==> src/dfr_pkg.sv <==
package dfr_pkg;

  // width of the title, line and character counters
  localparam int COUNT_WIDTH = 32;

  // depth of the event queue between parser and expander
  localparam int EVQ_DEPTH = 4;
  localparam int EVQ_AW    = $clog2(EVQ_DEPTH);
  localparam int EVQ_CW    = $clog2(EVQ_DEPTH + 1);

  // register indexes
  localparam logic CFG_FILE_TYPE  = 1'b0;
  localparam logic CFG_END_MARKER = 1'b1;

  // register reset values
  localparam logic [31:0] FILE_TYPE_RST  = 32'd30;
  localparam logic [31:0] END_MARKER_RST = 32'h0046_4F45;

  // parse status codes
  localparam logic [1:0] ST_PARSING = 2'd0;
  localparam logic [1:0] ST_REJECT  = 2'd1;
  localparam logic [1:0] ST_DONE    = 2'd2;

  // line end units
  localparam logic [15:0] CU_CR = 16'd13;
  localparam logic [15:0] CU_LF = 16'd10;

  typedef struct packed {
    logic [7:0] data_byte;
    logic       new_file;
  } in_item_t;

  typedef struct packed {
    logic [15:0] code_unit;
    logic        unit_valid;
    logic [1:0]  parse_status;
    logic        last_of_run;
  } out_item_t;

  // one parser event: expands into one to three results
  typedef struct packed {
    logic [15:0] code_unit;
    logic        has_char;
    logic        has_crlf;
    logic        is_status;
    logic [1:0]  status;
  } ev_t;

  // clamp a 32-bit count word to the counter width
  function automatic logic [COUNT_WIDTH-1:0] sat_count(input logic [31:0] w);
    logic [32:0] wide;
    wide = {1'b0, w};
    if ((wide >> COUNT_WIDTH) != 33'd0) begin
      return '1;
    end
    return wide[COUNT_WIDTH-1:0];
  endfunction

endpackage

==> src/dfr_front.sv <==
module dfr_front
  import dfr_pkg::*;
(
  input  logic        clk,
  input  logic        rst_n,
  input  logic        accept,
  input  in_item_t    item,
  input  logic        cfg_we,
  input  logic        cfg_index,
  input  logic [31:0] cfg_wdata,
  output logic        ev_push,
  output ev_t         ev
);

  // parser phases
  localparam logic [2:0] PH_TYPE   = 3'd0;
  localparam logic [2:0] PH_TSIZE  = 3'd1;
  localparam logic [2:0] PH_TITLE  = 3'd2;
  localparam logic [2:0] PH_LCOUNT = 3'd3;
  localparam logic [2:0] PH_LNUM   = 3'd4;
  localparam logic [2:0] PH_CCOUNT = 3'd5;
  localparam logic [2:0] PH_CHARS  = 3'd6;
  localparam logic [2:0] PH_DONE   = 3'd7;

  logic [31:0]            file_type_r;
  logic [31:0]            end_marker_r;
  logic [2:0]             phase_r,   phase_nxt,   phase_e;
  logic [31:0]            ws_r,      ws_nxt,      ws_e;
  logic [1:0]             bif_r,     bif_nxt,     bif_e;
  logic [COUNT_WIDTH-1:0] cr_r,      cr_nxt,      cr_e;
  logic [7:0]             hb_r,      hb_nxt,      hb_e;
  logic [COUNT_WIDTH-1:0] lr_r,      lr_nxt,      lr_e;
  logic [31:0]            word;
  logic [1:0]             bif_inc;
  logic [COUNT_WIDTH-1:0] cnt;
  logic [COUNT_WIDTH-1:0] cr_dec;
  logic [COUNT_WIDTH-1:0] lr_dec;

  // configuration registers
  always_ff @(posedge clk) begin
    if (!rst_n) begin
      file_type_r  <= FILE_TYPE_RST;
      end_marker_r <= END_MARKER_RST;
    end else if (cfg_we) begin
      if (cfg_index == CFG_FILE_TYPE) begin
        file_type_r <= cfg_wdata;
      end else begin
        end_marker_r <= cfg_wdata;
      end
    end
  end

  // new_file restarts the parser before this byte is taken
  always_comb begin
    phase_e = item.new_file ? PH_TYPE : phase_r;
    ws_e    = item.new_file ? 32'd0 : ws_r;
    bif_e   = item.new_file ? 2'd0 : bif_r;
    cr_e    = item.new_file ? '0 : cr_r;
    hb_e    = item.new_file ? 8'd0 : hb_r;
    lr_e    = item.new_file ? '0 : lr_r;
  end

  assign word    = {ws_e[23:0], item.data_byte};
  assign bif_inc = bif_e + 2'd1;
  assign cnt     = sat_count(word);
  assign cr_dec  = cr_e - 1'b1;
  assign lr_dec  = lr_e - 1'b1;

  // field state machine, one byte per transfer
  always_comb begin
    phase_nxt = phase_r;
    ws_nxt    = ws_r;
    bif_nxt   = bif_r;
    cr_nxt    = cr_r;
    hb_nxt    = hb_r;
    lr_nxt    = lr_r;
    ev_push   = 1'b0;
    ev        = '0;
    if (accept) begin
      phase_nxt = phase_e;
      ws_nxt    = ws_e;
      bif_nxt   = bif_e;
      cr_nxt    = cr_e;
      hb_nxt    = hb_e;
      lr_nxt    = lr_e;
      case (phase_e)
        PH_TYPE, PH_TSIZE, PH_LCOUNT, PH_LNUM, PH_CCOUNT: begin
          ws_nxt  = word;
          bif_nxt = bif_inc;
          if (bif_inc == 2'd0) begin
            ws_nxt = 32'd0;
            case (phase_e)
              PH_TYPE: begin
                if (word != file_type_r) begin
                  phase_nxt    = PH_DONE;
                  ev_push      = 1'b1;
                  ev.is_status = 1'b1;
                  ev.status    = ST_REJECT;
                end else begin
                  phase_nxt = PH_TSIZE;
                end
              end
              PH_TSIZE: begin
                cr_nxt    = cnt;
                phase_nxt = (cnt == '0) ? PH_LCOUNT : PH_TITLE;
              end
              PH_LCOUNT: begin
                lr_nxt = cnt;
                if (cnt == '0) begin
                  phase_nxt    = PH_DONE;
                  ev_push      = 1'b1;
                  ev.is_status = 1'b1;
                  ev.status    = ST_DONE;
                end else begin
                  phase_nxt = PH_LNUM;
                end
              end
              PH_LNUM: begin
                if (word == end_marker_r) begin
                  phase_nxt    = PH_DONE;
                  ev_push      = 1'b1;
                  ev.is_status = 1'b1;
                  ev.status    = ST_DONE;
                end else begin
                  phase_nxt = PH_CCOUNT;
                end
              end
              default: begin
                // character count word: an empty line ends at once
                cr_nxt = cnt;
                if (cnt == '0) begin
                  ev_push     = 1'b1;
                  ev.has_crlf = 1'b1;
                  lr_nxt      = lr_dec;
                  if (lr_dec == '0) begin
                    phase_nxt = PH_DONE;
                    ev.status = ST_DONE;
                  end else begin
                    phase_nxt = PH_LNUM;
                  end
                end else begin
                  phase_nxt = PH_CHARS;
                end
              end
            endcase
          end
        end
        PH_TITLE: begin
          if (bif_e == 2'd0) begin
            bif_nxt = 2'd1;
          end else begin
            bif_nxt = 2'd0;
            cr_nxt  = cr_dec;
            if (cr_dec == '0) begin
              phase_nxt = PH_LCOUNT;
            end
          end
        end
        PH_CHARS: begin
          if (bif_e == 2'd0) begin
            hb_nxt  = item.data_byte;
            bif_nxt = 2'd1;
          end else begin
            bif_nxt      = 2'd0;
            ev_push      = 1'b1;
            ev.has_char  = 1'b1;
            ev.code_unit = {hb_e, item.data_byte};
            cr_nxt       = cr_dec;
            if (cr_dec == '0) begin
              ev.has_crlf = 1'b1;
              lr_nxt      = lr_dec;
              if (lr_dec == '0) begin
                phase_nxt = PH_DONE;
                ev.status = ST_DONE;
              end else begin
                phase_nxt = PH_LNUM;
              end
            end
          end
        end
        default: begin
        end
      endcase
    end
  end

  // parser state
  always_ff @(posedge clk) begin
    if (!rst_n) begin
      phase_r <= PH_TYPE;
      ws_r    <= 32'd0;
      bif_r   <= 2'd0;
      cr_r    <= '0;
      hb_r    <= 8'd0;
      lr_r    <= '0;
    end else begin
      phase_r <= phase_nxt;
      ws_r    <= ws_nxt;
      bif_r   <= bif_nxt;
      cr_r    <= cr_nxt;
      hb_r    <= hb_nxt;
      lr_r    <= lr_nxt;
    end
  end

endmodule

==> src/dfr_evq.sv <==
module dfr_evq
  import dfr_pkg::*;
(
  input  logic clk,
  input  logic rst_n,
  input  logic push,
  input  ev_t  push_ev,
  input  logic pop,
  output ev_t  head,
  output logic empty,
  output logic full
);

  ev_t               mem [EVQ_DEPTH];
  logic [EVQ_AW-1:0] wp_r, wp_nxt;
  logic [EVQ_AW-1:0] rp_r, rp_nxt;
  logic [EVQ_CW-1:0] cnt_r, cnt_nxt;
  logic              do_push;
  logic              do_pop;

  assign empty   = (cnt_r == '0);
  assign full    = (cnt_r == EVQ_CW'(EVQ_DEPTH));
  assign do_push = push && !full;
  assign do_pop  = pop && !empty;
  assign head    = mem[rp_r];

  // pointer and fill count update
  always_comb begin
    wp_nxt  = wp_r;
    rp_nxt  = rp_r;
    cnt_nxt = cnt_r;
    if (do_push) begin
      wp_nxt = (wp_r == EVQ_AW'(EVQ_DEPTH - 1)) ? '0 : wp_r + 1'b1;
    end
    if (do_pop) begin
      rp_nxt = (rp_r == EVQ_AW'(EVQ_DEPTH - 1)) ? '0 : rp_r + 1'b1;
    end
    case ({do_push, do_pop})
      2'b10:   cnt_nxt = cnt_r + 1'b1;
      2'b01:   cnt_nxt = cnt_r - 1'b1;
      default: cnt_nxt = cnt_r;
    endcase
  end

  always_ff @(posedge clk) begin
    if (!rst_n) begin
      wp_r  <= '0;
      rp_r  <= '0;
      cnt_r <= '0;
    end else begin
      wp_r  <= wp_nxt;
      rp_r  <= rp_nxt;
      cnt_r <= cnt_nxt;
    end
  end

  // entry storage
  always_ff @(posedge clk) begin
    if (do_push) begin
      mem[wp_r] <= push_ev;
    end
  end

endmodule

==> src/dfr_back.sv <==
module dfr_back
  import dfr_pkg::*;
(
  input  logic      clk,
  input  logic      rst_n,
  input  ev_t       head,
  input  logic      head_valid,
  output logic      head_pop,
  input  logic      out_pop,
  output logic      out_empty,
  output out_item_t out_item
);

  logic [1:0] step_r, step_nxt;
  logic [1:0] crlf_pos;
  out_item_t  res;
  out_item_t  out_r;
  logic       out_valid_r;
  logic       load;

  assign crlf_pos = step_r - {1'b0, head.has_char};

  // pick the result for the current step of the head event
  always_comb begin
    res              = '0;
    res.parse_status = head.status;
    if (head.is_status) begin
      res.last_of_run = 1'b1;
    end else if (head.has_char && (step_r == 2'd0)) begin
      res.code_unit   = head.code_unit;
      res.unit_valid  = 1'b1;
      res.last_of_run = !head.has_crlf;
    end else begin
      res.unit_valid  = 1'b1;
      res.code_unit   = (crlf_pos == 2'd0) ? CU_CR : CU_LF;
      res.last_of_run = (crlf_pos != 2'd0);
    end
  end

  assign load     = head_valid && (!out_valid_r || out_pop);
  assign head_pop = load && res.last_of_run;

  always_comb begin
    step_nxt = step_r;
    if (load) begin
      step_nxt = res.last_of_run ? 2'd0 : step_r + 2'd1;
    end
  end

  // step counter and output register valid
  always_ff @(posedge clk) begin
    if (!rst_n) begin
      step_r      <= 2'd0;
      out_valid_r <= 1'b0;
    end else begin
      step_r <= step_nxt;
      if (load) begin
        out_valid_r <= 1'b1;
      end else if (out_pop) begin
        out_valid_r <= 1'b0;
      end
    end
  end

  // output payload register
  always_ff @(posedge clk) begin
    if (load) begin
      out_r <= res;
    end
  end

  assign out_empty = !out_valid_r;
  assign out_item  = out_r;

endmodule

==> src/utf16_note_record_deframer.sv <==
// Deframes a big-endian note record file arriving one byte per transfer and
// delivers 16-bit text units, with CR and LF closing every line, plus status
// results on reject or finish. The parser takes one byte each cycle while
// the four-entry event queue that parts input and output is not full; each
// byte causes zero to three results, which pass through the queue and then
// leave one per cycle from an output register while the receiver pops. The
// input reports full only when the queue is full, which happens when
// results (up to three per byte) arrive faster than they are drained.
module utf16_note_record_deframer
  import dfr_pkg::*;
(
  input  logic        clk,
  input  logic        rst_n,
  input  logic        in_push,
  input  in_item_t    in_item,
  output logic        in_full,
  output logic        out_empty,
  input  logic        out_pop,
  output out_item_t   out_item,
  input  logic        cfg_we,
  input  logic        cfg_index,
  input  logic [31:0] cfg_wdata
);

  logic accept;
  logic ev_push;
  ev_t  ev;
  ev_t  head;
  logic evq_empty;
  logic evq_full;
  logic head_pop;

  assign in_full = evq_full;
  assign accept  = in_push && !evq_full;

  // byte parser
  dfr_front u_front (
    .clk       (clk),
    .rst_n     (rst_n),
    .accept    (accept),
    .item      (in_item),
    .cfg_we    (cfg_we),
    .cfg_index (cfg_index),
    .cfg_wdata (cfg_wdata),
    .ev_push   (ev_push),
    .ev        (ev)
  );

  // event queue
  dfr_evq u_evq (
    .clk     (clk),
    .rst_n   (rst_n),
    .push    (ev_push),
    .push_ev (ev),
    .pop     (head_pop),
    .head    (head),
    .empty   (evq_empty),
    .full    (evq_full)
  );

  // result expander
  dfr_back u_back (
    .clk        (clk),
    .rst_n      (rst_n),
    .head       (head),
    .head_valid (!evq_empty),
    .head_pop   (head_pop),
    .out_pop    (out_pop),
    .out_empty  (out_empty),
    .out_item   (out_item)
  );

endmodule

==> config.mk <==
export PLATFORM = sky130hd
export DESIGN_NAME = utf16_note_record_deframer
export DESIGN_NICKNAME = d
export VERILOG_FILES = /design/src/dfr_pkg.sv /design/src/dfr_front.sv /design/src/dfr_evq.sv /design/src/dfr_back.sv /design/src/utf16_note_record_deframer.sv
export SDC_FILE = /design/constraint.sdc
export NUM_CORES = 1
export LEC_CHECK = 0
export BUFFER_PORTS_ARGS = -buffer_cell sky130_fd_sc_hd__buf_2
export CAP_MARGIN = 20
export CORE_MARGIN = 2
export CORE_UTILIZATION = 40
export CTS_BUF_LIST = sky130_fd_sc_hd__clkbuf_16
export CTS_CLUSTER_SIZE = 16
export DETAILED_ROUTE_END_ITERATION = 6
export PLACE_DENSITY = 0.59
export SETUP_SLACK_MARGIN = 0.5
export SYNTH_ARGS = -nofsm -noshare
export SYNTH_HDL_FRONTEND = slang
export SYNTH_HIERARCHICAL = 1
export SYNTH_SLANG_ARGS = --single-unit
==> constraint.sdc <==
create_clock -name clk -period 6.4 [get_ports clk]
set_clock_uncertainty 0.1 [all_clocks]
set_input_delay 0.96 -clock clk [delete_from_list [all_inputs] [get_ports clk]]
set_output_delay 0.96 -clock clk [all_outputs]
set_load 0.02 [all_outputs]
==> summary.json, run 1 <==
{
  "max_freq_mhz": 201,
  "min_period_over_period": 0.778,
  "worstHoldStart": "u_front/end_marker_r[1]",
  "globalRouteOverflowTotal": 0,
  "boundaryPins": 69,
  "net-switching-power_uw": 1210,
  "drv.max_cap_violation_count": 0,
  "clk_path_buf_depth": 3,
  "finalWorstSetupSlack_ps": 1420,
  "area_delta_synth_final_pct": 9.42,
  "synth_seq_cells": 281,
  "cts.htree.levels": 2,
  "setup_repair_after_global_routing_missed_its_margin": "no",
  "postSynthAreaPerCell_um2": 8.29,
  "synth-main-ff-cell": "dfxtp_1",
  "finalSetupViolations": 0,
  "initial_antenna_violation_count": 2,
  "finalWirelength_mm": 63.1,
  "routedWlPerCell_um": 24.5,
  "hold_buffers": 0,
  "die-area_mm2": 0.0444,
  "drtIter0Drc": 2138,
  "vias_in_the_first_global_route": 15500,
  "clkPwrFrac": 0.433,
  "critical_path_required_ps": 6610,
  "grt_first_pass_wirelength_mm": 96.0,
  "swShare": 0.280,
  "drc": 0,
  "critical_path.slowest_cell": "nor4b_1",
  "clock_sinks": 281,
  "postSynth.asyncResetShare": 0,
  "grtUsageTotal": 0.281,
  "period_needed_ps": 4980,
  "slew_violations": 0,
  "gp_congestion": 0.996,
  "pre_cts_slack_ps": 941,
  "critPathMostFrequentCell": "o21ai_0",
  "synth.cell_area_mm2": 0.0171,
  "p_int_uw": 3110,
  "layout.nets": 2071,
  "vias": 16600,
  "drt_first_pass_iters": 6,
  "synthDistinctLibCells": 100,
  "worst_slew_pin_slew_ps": 1130,
  "buffer_ports.inserted": 68,
  "floorplan.initialDensity": 0.406,
  "final_antenna_net_count": 0,
  "finish.cell_count_without_fillers": 2573,
  "die_width_um": 211,
  "register_area_mm2": 0.00667,
  "vias_per_cell": 6.45,
  "cell_area_power_density_mw_per_mm2": 231,
  "grt_max_degree": 88,
  "worstPathMaxFanout": 58,
  "worst_hold_class": "reg2reg",
  "clk_pin_slew_worst_paths_ps": 60,
  "commonest_non_fill_non_tap_cells_in_the_layout": "nand2_1 (271), nor2_1 (192), dfxtp_1 (177), a21oi_1 (173), o21ai_0 (118)",
  "startpoint_type": "input port",
  "synth_nets": 2122,
  "slew_headroom": 0.246,
  "nFillCells": 4192,
  "place.detailed.instances": 2513,
  "run_status": "finished clean",
  "share_of_post_route_cells_with_drive_strength_above_1": 0.101,
  "synthesis.instances": 2061,
  "rows": 75,
  "footprint_of_the_multi_input_gates_mm2": 0.00953,
  "post-cts-setup-buffer-count": 0,
  "crit_path_max_incr_delay_ps": 860,
  "final-hold-violation-count": 0,
  "worst_skew_pair.late_latency_ps": 570,
  "irDropWorstVdd_v": 0.000175,
  "power_leakage_uw": 0.00645,
  "setup.worst_path.start": "in_item[0]",
  "fp.coreArea_mm2": 0.0420,
  "cts-buffers-inserted": 34,
  "reg2reg_from": "u_front/ws_r[7]",
  "cts_tree": "built",
  "most_common_library_cell_in_the_layout_ignoring_fill_and_taps": "nand2_1",
  "worstPathArrival_ps": 5190,
  "die_height_um": 211,
  "share_of_power_burned_in_registers": 0.452,
  "clockRootBuffer": "clkbuf_16",
  "critPathTopFamily": "simple AND/OR/NAND/NOR gates",
  "synth_warnings": 6,
  "number_of_enable_flip_flop_cells_after_synthesis": 104,
  "ctsResizeCount": 0,
  "totalNegativeSetupSlack_ps": 0,
  "synth-seq-area-share": 0.390,
  "path_buf_inv": 3,
  "crit_chain": "buf_4 > clkinv_1 > buf_12 > nand2_1 > ha_1 > o21ai_0 > or2_2 > o211a_1 > a2111oi_0 > nand4_1 > nor4b_1 > o21ai_0 > o21ai_0",
  "criticalPathCategory": "in2reg",
  "pwr-share-comb": 0.114,
  "endpoint_kind": "flip-flop",
  "dp_hpwl_mm": 41.8
}
-- power groups by stage --
stage	registers [uW]	logic [uW]	clock network [uW]
2_1_floorplan	1940	359	0
3_3_place_gp	1990	476	0
3_5_place_dp	1990	480	0
4_1_cts	1950	483	1920
5_1_grt	1960	535	1980
6_report	1960	494	1870
-- synthesized netlist by cell type, types with 18 or more instances --
cell type	n	area, um^2
nand2_1	271	1020
a31oi_1	38	238
o21ai_0	118	591
dfxtp_1	177	3540
and2_1	39	244
xor2_1	28	245
nor2b_1	31	194
nor4_1	34	213
mux4_2	21	473
a22oi_1	31	233
a221oi_1	22	193
nand4_1	27	169
and3_1	25	156
a21oi_1	174	871
buf_1	18	67.6
nor2_1	192	721
nor3_1	60	300
xnor2_1	39	342
nand2b_1	25	156
clkbuf_1	150	563
nand3_1	54	270
inv_1	32	120
edfxtp_1	104	3120
-- worst paths after layout --
kind                                  end  slack, ps  depth (start not counted)
setup / recovery          u_evq/mem[3][1]       1420                         13
hold / removal    u_front/end_marker_r[1]        370                          2
hold reg to reg   u_front/end_marker_r[1]        370                          2
setup reg to reg           u_evq/cnt_r[2]       1500                         15
-- cell families after synthesis --
family / synth area share
AOI/OAI and AO/OA: 0.223
xor gates and xnor gates: 0.0343
adders and majority gates: 0.0107
buffers and inverters: 0.0521
DFF: 0.390
muxes: 0.0387
and+or+nand+nor: 0.251
-- worst reg2reg max path, delay by kind of cell (launching register included) --
family,cells,cell delay (ps)
XOR/XNOR,1,160
AO/OA/AOI/OAI,5,1620
adder cells (fa/ha/maj),2,550
AND/OR/NAND/NOR,5,1520
flip-flops,1,720
buffers and inverters,2,150
-- layer usage --
metal  track usage  vias up  share of wire  wire length [um]
li1              -     7505              -                 -
met1         0.373     8002           0.42             26400
met2         0.437      858           0.45             28100
met3        0.0483      218          0.083              5250
met4         0.151        2          0.053              3340
met5             0        -        0.00017                11
-- cell type report --
type                            count  area share
Multi-Input combinational cell   1561       0.510
Sequential cell                   281       0.357
Clock buffer                       34      0.0455
Tap cell                          539      0.0361
Timing Repair Buffer               99      0.0332
Clock inverter                     24      0.0117
Inverter                           33     0.00669
Antenna cell                        2    0.000268
-- metrics by stage --
step	total power (uW)	area (um^2)	hold slack (ps)	util
after floorplan	2300	17100	342	-
after global placement	2470	17600	358	0.418
after detailed placement	2470	17600	363	0.419
after CTS	4350	18700	372	0.445
after global routing	4480	18700	390	0.445
final	4330	18700	370	0.445
-- sequential cells by signal (all words and copies together) (netlist names), named ones only --
name	flops
u_front/hb_r	8
u_evq/wp_r	2
u_back/out_valid_r	1
u_back/out_item	20
u_front/end_marker_r	32
u_evq/cnt_r	3
u_evq/rp_r	2
u_front/lr_r	32
u_front/bif_r	2
u_front/ws_r	24
u_front/cr_r	32
u_evq/mem	84
u_front/file_type_r	32
u_back/step_r	2
u_front/phase_r	3
(Power assumes the default switching activity.)
==> run 2, diff against run 1 <==
clock period = 5.2 ns   (was 6.4 ns; I/O delays follow)
==> run 2 against run 1 <==
Compared with the run above:
- cell count grew 1.5%
- sequential power grew 22%
- power grew 26%
- sequential share of layout area shrank 0.59 points
- wire length shrank 0.44%
- via count grew 0.69%
- clock power grew 29%
- critical endpoint is now u_evq/cnt_r[2]
- die area is the same
- largest power group is now the clock network
==> summary.json, run 2 (synthesis gave the netlist of run 1 again) <==
{
  "run_status": "finished clean",
  "period_needed_ps": 4380,
  "slew_headroom": 0.264,
  "worst_slew_pin_slew_ps": 1100,
  "setup_repair_after_global_routing_missed_its_margin": "no",
  "gp_congestion": 0.996,
  "dp_hpwl_mm": 42.4,
  "path_buf_inv": 5,
  "swShare": 0.270,
  "final-hold-violation-count": 0,
  "most_common_library_cell_in_the_layout_ignoring_fill_and_taps": "nand2_1",
  "boundaryPins": 69,
  "reg2regPathDepth": 15,
  "layout.nets": 2107,
  "vias_per_cell": 6.40,
  "critical_path.slowest_cell": "or4_1",
  "post-cts-setup-buffer-count": 0,
  "ff2ff_setup_slack_ps": 920,
  "endpoint_kind": "flip-flop",
  "globalRouteOverflowTotal": 0,
  "area_delta_synth_final_pct": 11.3,
  "routedWlPerCell_um": 24.0,
  "totalNegativeSetupSlack_ps": 0,
  "cts_tree": "built",
  "slew_violations": 0,
  "net-switching-power_uw": 1470,
  "irDropWorstVdd_v": 0.000264,
  "vias": 16700,
  "rows": 75,
  "worstPathArrival_ps": 4740,
  "startpoint_type": "input port",
  "die_height_um": 211,
  "min_period_over_period": 0.842,
  "p_int_uw": 3970,
  "grt_first_pass_wirelength_mm": 95.6,
  "grtUsageTotal": 0.279,
  "clk_path_buf_depth": 3,
  "hold_buffers": 0,
  "cts.htree.levels": 2,
  "fp.coreArea_mm2": 0.0420,
  "worstHoldStart": "u_front/end_marker_r[24]",
  "clkPwrFrac": 0.443,
  "clockRootBuffer": "clkbuf_16",
  "drv.max_cap_violation_count": 0,
  "diodes": 0,
  "drc": 0,
  "max_freq_mhz": 228,
  "reg2reg_from": "u_front/ws_r[12]",
  "die_width_um": 211,
  "finalWirelength_mm": 62.8,
  "commonest_non_fill_non_tap_cells_in_the_layout": "nand2_1 (271), nor2_1 (192), dfxtp_1 (177), a21oi_1 (173), o21ai_0 (118)",
  "worst_skew_pair.late_latency_ps": 540,
  "worstHoldEndpoint": "u_front/end_marker_r[24]",
  "drtIter0Drc": 1817,
  "buffer_ports.inserted": 68,
  "final_antenna_net_count": 0,
  "crit_path_max_incr_delay_ps": 480,
  "die-area_mm2": 0.0444,
  "vias_in_the_first_global_route": 15900,
  "cts-buffers-inserted": 34,
  "largest-register": "u_evq/mem",
  "power_leakage_uw": 0.00663,
  "share_of_post_route_cells_with_drive_strength_above_1": 0.122,
  "cell_area_power_density_mw_per_mm2": 286,
  "worst_hold_class": "reg2reg",
  "finalSetupViolations": 0,
  "drt_first_pass_iters": 6,
  "crit_chain": "buf_4 > buf_4 > clkinv_1 > o31ai_1 > mux2i_1 > or4_1 > o31ai_1 > a31oi_1 > or2_2 > nor2b_1 > inv_1 > ha_1 > inv_1 > fa_1 > xor2_1 > or3_1 > a21boi_0",
  "clk_pin_slew_worst_paths_ps": 60,
  "floorplan.initialDensity": 0.406,
  "worstPathMaxFanout": 20,
  "critPathTopFamily": "simple AND/OR/NAND/NOR gates",
  "initial_antenna_violation_count": 0,
  "clock_sinks": 281,
  "critical_path_required_ps": 5560,
  "fin_total_pwr_uw": 5440,
  "grt_max_degree": 74,
  "share_of_power_burned_in_registers": 0.441,
  "largest_reg_flops": 84,
  "r2r_end": "u_evq/cnt_r[2]",
  "pwr-share-comb": 0.116,
  "holdPathStages": 2,
  "criticalPathCategory": "in2reg"
}
-- run 2: cell count changes in the layout (fill, tap and decap cells not counted), moves of 2 or more --
| cell | previous run | this run |
|---|---|---|
| buf_4 | 29 | 68 |
| clkinvlp_4 | 0 | 3 |
| a2111oi_0 | 6 | 4 |
| buf_12 | 2 | 0 |
| bufinv_16 | 2 | 4 |
| clkinv_16 | 2 | 0 |
| clkinv_2 | 7 | 5 |
| diode_2 | 2 | 0 |
| inv_1 | 36 | 34 |
| inv_6 | 0 | 2 |
| nor2b_1 | 30 | 28 |
-- run 2: layout make-up --
| cell class | instances | area, um^2 |
|---|---|---|
| Clock buffer | 35 | 876 |
| Clock inverter | 27 | 254 |
| Fill cell | 4101 | 23000 |
| Inverter | 33 | 125 |
| Multi-Input combinational cell | 1561 | 9570 |
| Sequential cell | 281 | 6670 |
| Tap cell | 539 | 674 |
| Timing Repair Buffer | 135 | 846 |
-- run 2: per-layer routing --
layer,GRT usage,up-vias,part of all wire
met2,0.438,855,0.44
met4,0.151,0,0.056
met1,0.369,8052,0.41
met5,0,-,0
met3,0.0470,198,0.088
li1,-,7595,-
-- run 2: worst max-delay path by stage --
stage,from,end,slack [ps],cells past startpoint
floorplan,in_item[0],u_front/lr_r[28],540,20
global placement,in_item[0],u_evq/cnt_r[2],220,16
detailed placement,in_item[0],u_evq/cnt_r[2],200,16
CTS,in_item[0],u_evq/cnt_r[2],740,16
global route,in_item[0],u_evq/cnt_r[2],570,17
finish,in_item[0],u_evq/cnt_r[2],820,17
-- run 2: tightest hold or removal path, cell delays in order (launching register included) --
cell	delay [ps]
dfxtp_1	320
nand2_1	50
a21oi_1	50
-- run 2: stage by stage --
step / area (um^2) / utilization / hold WS [ps] / instances / setup WS (ps)
after floorplan: 17200 / - / 342 / 2061 / 541
after global placement: 17900 / 0.425 / 357 / 2549 / 218
after detailed placement: 17900 / 0.425 / 363 / 2549 / 203
after CTS: 19000 / 0.452 / 368 / 2611 / 739
after global routing: 19000 / 0.452 / 386 / 2611 / 570
final: 19000 / 0.452 / 370 / 2611 / 819
-- run 2: power by group through the flow --
| stage | Clock, uW | Sequential (uW) | Combinational [uW] |
|---|---|---|---|
| finish | 2410 | 2400 | 630 |
| global route | 2550 | 2400 | 684 |
| CTS | 2460 | 2390 | 613 |
| detailed placement | 0 | 2440 | 610 |
| global placement | 0 | 2440 | 604 |
| floorplan | 0 | 2390 | 447 |
-- run 2: what timing repair did --
action,CTS,global route
setup endpoints to repair,0,1
gates resized for setup,0,3
hold endpoints to repair,0,0
==> run 3, diff against run 2 <==
clock period = 4.2 ns   (was 5.2 ns; I/O delays follow)
==> run 3 against run 2 <==
Compared with the run above:
- the flow now finishes with violations (DRC)
- core utilization grew 2.8 points
- power rose by 22%
- worst setup slack got worse by 340 ps
- flip-flop and latch count unchanged
- first-iteration DRC count up 14%
- die area unchanged
- sequential share of layout area decreased by 1.9 points
- sequential power rose by 23%
- critical endpoint unchanged
==> summary.json, run 3 (synthesis gave the netlist of run 1 again) <==
{
  "gp_congestion": 0.964,
  "slew_violations": 0,
  "route.met3.wl_mm": 6.28,
  "largest-register": "u_evq/mem",
  "slew_headroom": 0.335,
  "nFillCells": 4070,
  "crit_chain": "xor2_1 > a2111oi_2 > nand4_1 > or4_4 > o31ai_4 > a31oi_1 > or2_4 > nor2b_4 > inv_2 > ha_4 > inv_2 > fa_2 > xor2_2 > or3_1 > a21boi_1",
  "worst_hold_class": "in2reg",
  "crit_end": "u_evq/cnt_r[2]",
  "swShare": 0.286,
  "net-switching-power_uw": 1910,
  "initial_antenna_violation_count": 1,
  "final_core_utilization": 0.480,
  "clkPwrFrac": 0.420,
  "cts-buffers-inserted": 34,
  "die-area_mm2": 0.0444,
  "finalWirelength_mm": 65.3,
  "met1_wire_length_mm": 27.2,
  "reg2reg_from": "u_front/file_type_r[5]",
  "vias_per_cell": 6.39,
  "r2r_end": "u_evq/cnt_r[2]",
  "drt_first_pass_iters": 7,
  "period_needed_ps": 3720,
  "vias_in_the_first_global_route": 16200,
  "max_freq_mhz": 269,
  "commonest_non_fill_non_tap_cells_in_the_layout": "nand2_1 (270), nor2_1 (189), a21oi_1 (172), buf_4 (164), dfxtp_1 (164)",
  "ff2ff_setup_slack_ps": 480,
  "critical_path_required_ps": 4600,
  "globalRouteOverflowTotal": 0,
  "vias": 17400,
  "criticalPathCategory": "reg2reg",
  "power_leakage_uw": 0.00727,
  "startpoint_type": "flip-flop",
  "cts.htree.levels": 2,
  "routedWlPerCell_um": 24.0,
  "area_delta_synth_final_pct": 18.1,
  "fp.coreArea_mm2": 0.0420,
  "final_cell_area_mm2": 0.0202,
  "worst_slew_pin_slew_ps": 994,
  "grt_max_degree": 74,
  "wl_met2_mm": 28.6,
  "setup_repair_after_global_routing_missed_its_margin": "yes",
  "totalNegativeSetupSlack_ps": 0,
  "violations": "DRC",
  "floorplan.initialDensity": 0.406,
  "buffer_ports.inserted": 68,
  "worst_skew_pair.late_latency_ps": 570,
  "pwr-share-comb": 0.136,
  "final_antenna_net_count": 0,
  "die_width_um": 211,
  "run_status": "finished with violations",
  "layout.nets": 2220,
  "worstPathArrival_ps": 4120,
  "die_height_um": 211,
  "drc": 18,
  "setup.worst_path.start": "u_front/file_type_r[5]",
  "clockRootBuffer": "clkbuf_16",
  "grt_first_pass_wirelength_mm": 98.8,
  "drtIter0Drc": 2078,
  "finalSetupViolations": 0,
  "min_period_over_period": 0.886,
  "final-hold-violation-count": 0,
  "grtUsageTotal": 0.289,
  "clk_path_buf_depth": 3,
  "endpoint_kind": "flip-flop",
  "dp_hpwl_mm": 44.7,
  "top_signal_layer_used": "met5",
  "worstPathMaxFanout": 2,
  "clk_pin_slew_worst_paths_ps": 60,
  "share_of_post_route_cells_with_drive_strength_above_1": 0.193,
  "share_of_power_burned_in_registers": 0.444,
  "rows": 75,
  "p_int_uw": 4750,
  "crit_path_max_incr_delay_ps": 570,
  "boundaryPins": 69,
  "drv.max_cap_violation_count": 0,
  "most_common_library_cell_in_the_layout_ignoring_fill_and_taps": "nand2_1",
  "clock_sinks": 281,
  "cts_tree": "built",
  "critPathMostFrequentCell": "inv_2",
  "hold_buffers": 0,
  "cell_area_power_density_mw_per_mm2": 330,
  "largest_reg_flops": 84,
  "diodes": 0,
  "critical_path.slowest_cell": "or4_4",
  "reg2regPathDepth": 15,
  "irDropWorstVdd_v": 0.000307,
  "placement.cell_area_mm2": 0.0188
}
==> run 3: layout make-up <==
class / count / area [um^2] / share of cell area
multi-input cells: 1562 / 9800 / 0.486
flip-flops and latches: 281 / 6690 / 0.331
repair buffers: 246 / 1830 / 0.0908
clock buffers: 35 / 876 / 0.0434
well taps: 539 / 674 / 0.0334
clock inverters: 23 / 175 / 0.00868
inverters: 33 / 129 / 0.00639
repair inverters: 1 / 7.51 / 0.000372
==> run 3: critical path: cells and delay by family (launching register included) <==
family,cells,cell delay (ps)
compound gates,4,890
xor+xnor,2,340
fa+ha+maj,2,480
buf+inv,2,120
flops,1,330
simple gates,5,1400
==> run 3: stage by stage <==
stage	setup WS [ps]	cells	hold WS (ps)	total power (uW)
6_report	481	2720	198	6650
5_1_grt	327	2720	187	6890
4_1_cts	414	2705	175	6660
3_5_place_dp	-261	2645	362	3860
3_3_place_gp	-220	2643	359	3850
2_1_floorplan	-59.9	2061	345	3530
==> run 3: layer usage <==
layer | vias to the layer above | global-route usage
li1 | 7809 | -
met1 | 8465 | 0.389
met2 | 907 | 0.445
met3 | 206 | 0.0610
met4 | 2 | 0.137
met5 | - | 0
==> run 3: worst min path at each step <==
stage / startpoint / endpoint / slack (ps) / cells past startpoint
2_1_floorplan: u_front/file_type_r[28] / u_front/file_type_r[28] / 340 / 2
3_3_place_gp: u_front/file_type_r[7] / u_front/file_type_r[7] / 360 / 2
3_5_place_dp: u_front/end_marker_r[1] / u_front/end_marker_r[1] / 360 / 2
4_1_cts: cfg_wdata[2] / u_front/end_marker_r[2] / 170 / 3
5_1_grt: cfg_wdata[0] / u_front/end_marker_r[0] / 190 / 3
6_report: cfg_wdata[2] / u_front/end_marker_r[2] / 200 / 3
==> run 3: power by group through the flow <==
stage          clock (uW)  combinational [uW]  sequential, uW
6_report             2800                 902            2950
3_3_place_gp            0                 844            3000
3_5_place_dp            0                 853            3010
5_1_grt              2960                 967            2960
4_1_cts              2850                 860            2950
2_1_floorplan           0                 571            2960
==> run 3: what timing repair did <==
action | 4_1_cts | 5_1_grt
pin swaps | 12 | 15
gates resized for setup | 11 | 42
gates cloned | 0 | 2
endpoints found under the setup margin | 9 | 42
buffers inserted | 2 | 13
